**config.mk**
```make
export PLATFORM = sky130hd
export DESIGN_NAME = fcd_cell
export DESIGN_NICKNAME = d
export VERILOG_FILES = /design/src/rtl/fcd_pkg.sv /design/src/rtl/fcd_cell.sv
export SDC_FILE = /design/constraint.sdc
export NUM_CORES = 1
export LEC_CHECK = 0
export BUFFER_PORTS_ARGS = -buffer_cell sky130_fd_sc_hd__buf_2
export CAP_MARGIN = 20
export CORE_ASPECT_RATIO = 0.9
export CORE_MARGIN = 1.5
export CORE_UTILIZATION = 39
export CTS_BUF_LIST = sky130_fd_sc_hd__clkbuf_8 sky130_fd_sc_hd__clkbuf_16
export DETAILED_ROUTE_END_ITERATION = 16
export PLACE_DENSITY = 0.77
export SYNTH_ARGS = -nofsm -noshare
export SYNTH_HDL_FRONTEND = slang
export SYNTH_SLANG_ARGS = --single-unit
export TNS_END_PERCENT = 1
```
**constraint.sdc**
```tcl
create_clock -name clk_i -period 2 [get_ports clk_i]
set_clock_uncertainty 0.1 [all_clocks]
set_input_delay 0 -clock clk_i [delete_from_list [all_inputs] [get_ports clk_i]]
set_output_delay 0 -clock clk_i [all_outputs]
set_load 0.005 [all_outputs]
```
**src/rtl/fcd_pkg.sv**
```systemverilog
`timescale 1ns / 1ps
`default_nettype none
// ----------------------------------------------------------------------------
// fcd_pkg
// Shared widths, state codes and cell control for the FIFO cache directory.
// ----------------------------------------------------------------------------
package fcd_pkg;

  localparam int unsigned KeyW = 64;
  localparam int unsigned CapW = 7;
  localparam int unsigned OccW = 7;

  localparam logic [CapW-1:0] CapReset = 7'd64;

  typedef enum logic [2:0] {
    ST_IDLE = 3'b001,
    ST_CMP  = 3'b010,
    ST_UPD  = 3'b100
  } state_e;

  typedef struct packed {
    logic cmp_en;
    logic shift_en;
  } cell_ctrl_t;

endpackage
`default_nettype wire

```
**src/rtl/fcd_cell.sv**
```systemverilog
`timescale 1ns / 1ps
`default_nettype none
// ----------------------------------------------------------------------------
// fcd_cell
// One directory slot: holds a key, compares it, passes it down the chain.
// ----------------------------------------------------------------------------
module fcd_cell (
  input  logic                      clk_i,
  input  logic                      rst_ni,
  input  fcd_pkg::cell_ctrl_t       ctrl_i,
  input  logic                      valid_i,
  input  logic [fcd_pkg::KeyW-1:0]  lookup_key_i,
  input  logic [fcd_pkg::KeyW-1:0]  key_i,
  output logic [fcd_pkg::KeyW-1:0]  key_o,
  output logic                      match_o
);

  logic [fcd_pkg::KeyW-1:0] key_q;
  logic                     match_q;

  always_ff @(posedge clk_i) begin
    if (ctrl_i.shift_en) begin
      key_q <= key_i;
    end
  end

  always_ff @(posedge clk_i or negedge rst_ni) begin
    if (!rst_ni) begin
      match_q <= 1'b0;
    end else if (ctrl_i.cmp_en) begin
      match_q <= valid_i && (key_q == lookup_key_i);
    end
  end

  assign key_o   = key_q;
  assign match_o = match_q;

endmodule
`default_nettype wire

```
==> reports/qor.yml <==
status: "finished, final reports clean"
final.setup.tns_ns: 0
fp.dieH_microns: 82.7
num_antenna_cells: 0
grt_pass1_wl_microns: 12300
place_congestion: 0.760
setup_violations: 0
dp_cells: 462
critPathKind: "register to register"
wl_per_cell_microns: 15.1
required_ns: 2.13
synth.distinct_cells: 25
power.total_w: 0.00327
routed_wl_microns: 8260
cts-root-buf: "clkbuf_8"
total_leakage_power_nw: 2.06
min_delay_path_depth: 6
pin_count: 198
hold_start: "lookup_key_i[39]"
ff2ff_setup_slack_ns: 0.08
drv_cap: 0
hold_path_class: "input port to register"
end_kind: "register"
ant_nets: 0
fin_crit_sh: 0.962
cts_buffer_depth: 2
nets: 587
hold_end: "match_o$_DFFE_PN0P_"
cp.arrival_ns: 2.06
synthesis.area_sq_um: 2750
num_vias: 2522
cts.reportedPaths.clkPinSlew_ns: 0.07
ir_worst_vdd_mv: 0.501
route.detailed.drc: 0
finalHoldViolCount: 0
io_buffers: 197
min_period_ns: 1.92
synth_fp_nets: 307
track_usage: 0.219
synth_warnings: 0
startpoint_type: "register"
rr_endpoint: "match_o$_DFFE_PN0P_"
slew_violations: 0
die-area_sq_um: 7570
tightest_slew_ns: 0.358
ys_seq_area_frac: 0.708
drive_gt1_frac: 0.478
finalNonFillerCells: 548
holdWs_ns: 0.0190
p_per_area_nw_per_um2: 688
clk_latency_ns: 0.33
drt_iter0_drc: 45
die_x_microns: 91.5
critPathMaxFanout: 3
grt_pass1_vias: 2696
cts_tree: "built"
rr_startpoint: "key_o[63]$_DFFE_PP_"
cts-buffers-inserted: 9
core_region_area_sq_um: 6690
max_freq_mhz: 520
syn_inst: 174
gr-total-overflow: 0
synth.avg_cell_area_sq_um: 15.8
postLayoutCoreUtil: 0.711
syn_to_final_growth_pct: 72.9
reg2reg_depth: 5
ys_ff_latch: 65
final_common_cell: "buf_2"
num_rows: 28
rsz0062_at_grt: "no"
cts_sinks: 65
first_pass_iters: 4
initial_utilization: 0.411
most-common-layout-cells: "buf_2, dlygate4sd3_1, edfxtp_1"
grt_max_degree: 65
slew_headroom: 0.755
antenna_found_initial: 0
dp_hpwl_microns: 5730
htree_levels: 3
viasPerCell: 4.60
[sequential cells by signal (all words and copies together) (netlist names)]
signal / cells
match_o: 1
key_o: 64
[worst max-delay path, stage by stage (launching register included)]
cell and delay, ns:
edfxtp_1 0.41, nor2b_1 0.16, a2111o_1 0.41, a2111oi_2 0.34, nand4_1 0.16, o31ai_2 0.25
[what timing repair did]
| action | 4_1_cts | 5_1_grt |
|---|---|---|
| hold buffers | 71 | 0 |
| resized for setup | 0 | 0 |
| buffers inserted | 0 | 0 |
| endpoints found under the hold margin | 66 | 0 |
[cell type report]
cell class | count | area (sq um)
clock buffer | 9 | 124
clock inverter | 6 | 51.3
timing repair buffer | 269 | 1720
inverter | 14 | 52.6
multi-input combinational | 95 | 752
tap | 90 | 113
sequential | 65 | 1950
fill | 494 | 1940
[where the power goes]
part | switching, W | total [W] | internal (W) | leakage, nW
Clock | 0.000460 | 0.00101 | 0.000551 | 0.0951
Sequential | 0.0000725 | 0.00169 | 0.00162 | 0.640
Combinational | 0.000218 | 0.000570 | 0.000353 | 1.32
Total | 0.000750 | 0.00327 | 0.00252 | 2.06
[cells by family (layout without fill, tap and decap cells)]
group,count (synthesis),after routing,share of synthesized area
flops,65,65,0.708
xor+xnor,45,45,0.143
simple gates,33,33,0.0737
compound gates,17,17,0.0564
buf+inv,14,298,0.0191
[stage by stage]
stage,setup slack [ns],instance area (sq um)
after floorplan,0.215,2750
after global placement,0.190,3870
after detailed placement,0.120,3870
after CTS,0.0987,4760
after global routing,0.00133,4760
final,0.0763,4760
[per-layer routing]
metal  share of wire  up-vias  global-route usage
li1                -     1214                   -
met1            0.36     1145               0.217
met2            0.53      137               0.413
met3           0.079       26              0.0687
met4           0.027        0               0.123
met5               0        -                   0
[Yosys cell counts]
| cell | instances | area share |
|---|---|---|
| nor4_2 | 1 | 0.0045 |
| edfxtp_1 | 64 | 0.70 |
| o2111ai_1 | 1 | 0.0032 |
| clkinv_1 | 1 | 0.0014 |
| nand4_1 | 12 | 0.027 |
| a2111oi_0 | 1 | 0.0032 |
| nor4_1 | 3 | 0.0068 |
| o2bb2ai_1 | 3 | 0.0096 |
| a22o_1 | 2 | 0.0064 |
| nor2b_1 | 5 | 0.011 |
| a2111oi_2 | 2 | 0.011 |
| nand2b_1 | 5 | 0.011 |
| a2111o_1 | 1 | 0.0041 |
| a211o_1 | 1 | 0.0032 |
| inv_1 | 8 | 0.011 |
| o22ai_1 | 5 | 0.011 |
| nor3_1 | 1 | 0.0018 |
| nand3_1 | 2 | 0.0036 |
| nand2_1 | 3 | 0.0041 |
| inv_2 | 5 | 0.0068 |
| xnor2_1 | 43 | 0.14 |
| and2b_1 | 1 | 0.0027 |
| dfrtp_1 | 1 | 0.0091 |
| o31ai_2 | 1 | 0.0045 |
| xor2_1 | 2 | 0.0064 |
[how the worst max path moves through the flow]
stage,from,end,slack (ns),cells past startpoint
2_1_floorplan,key_o[63]$_DFFE_PP_,match_o$_DFFE_PN0P_,0.22,5
3_3_place_gp,key_o[63]$_DFFE_PP_,match_o$_DFFE_PN0P_,0.19,5
3_5_place_dp,key_o[63]$_DFFE_PP_,match_o$_DFFE_PN0P_,0.12,5
4_1_cts,key_o[63]$_DFFE_PP_,match_o$_DFFE_PN0P_,0.1,5
5_1_grt,key_o[63]$_DFFE_PP_,match_o$_DFFE_PN0P_,0.001,5
6_report,key_o[63]$_DFFE_PP_,match_o$_DFFE_PN0P_,0.08,5
(Power assumes the default switching activity.)
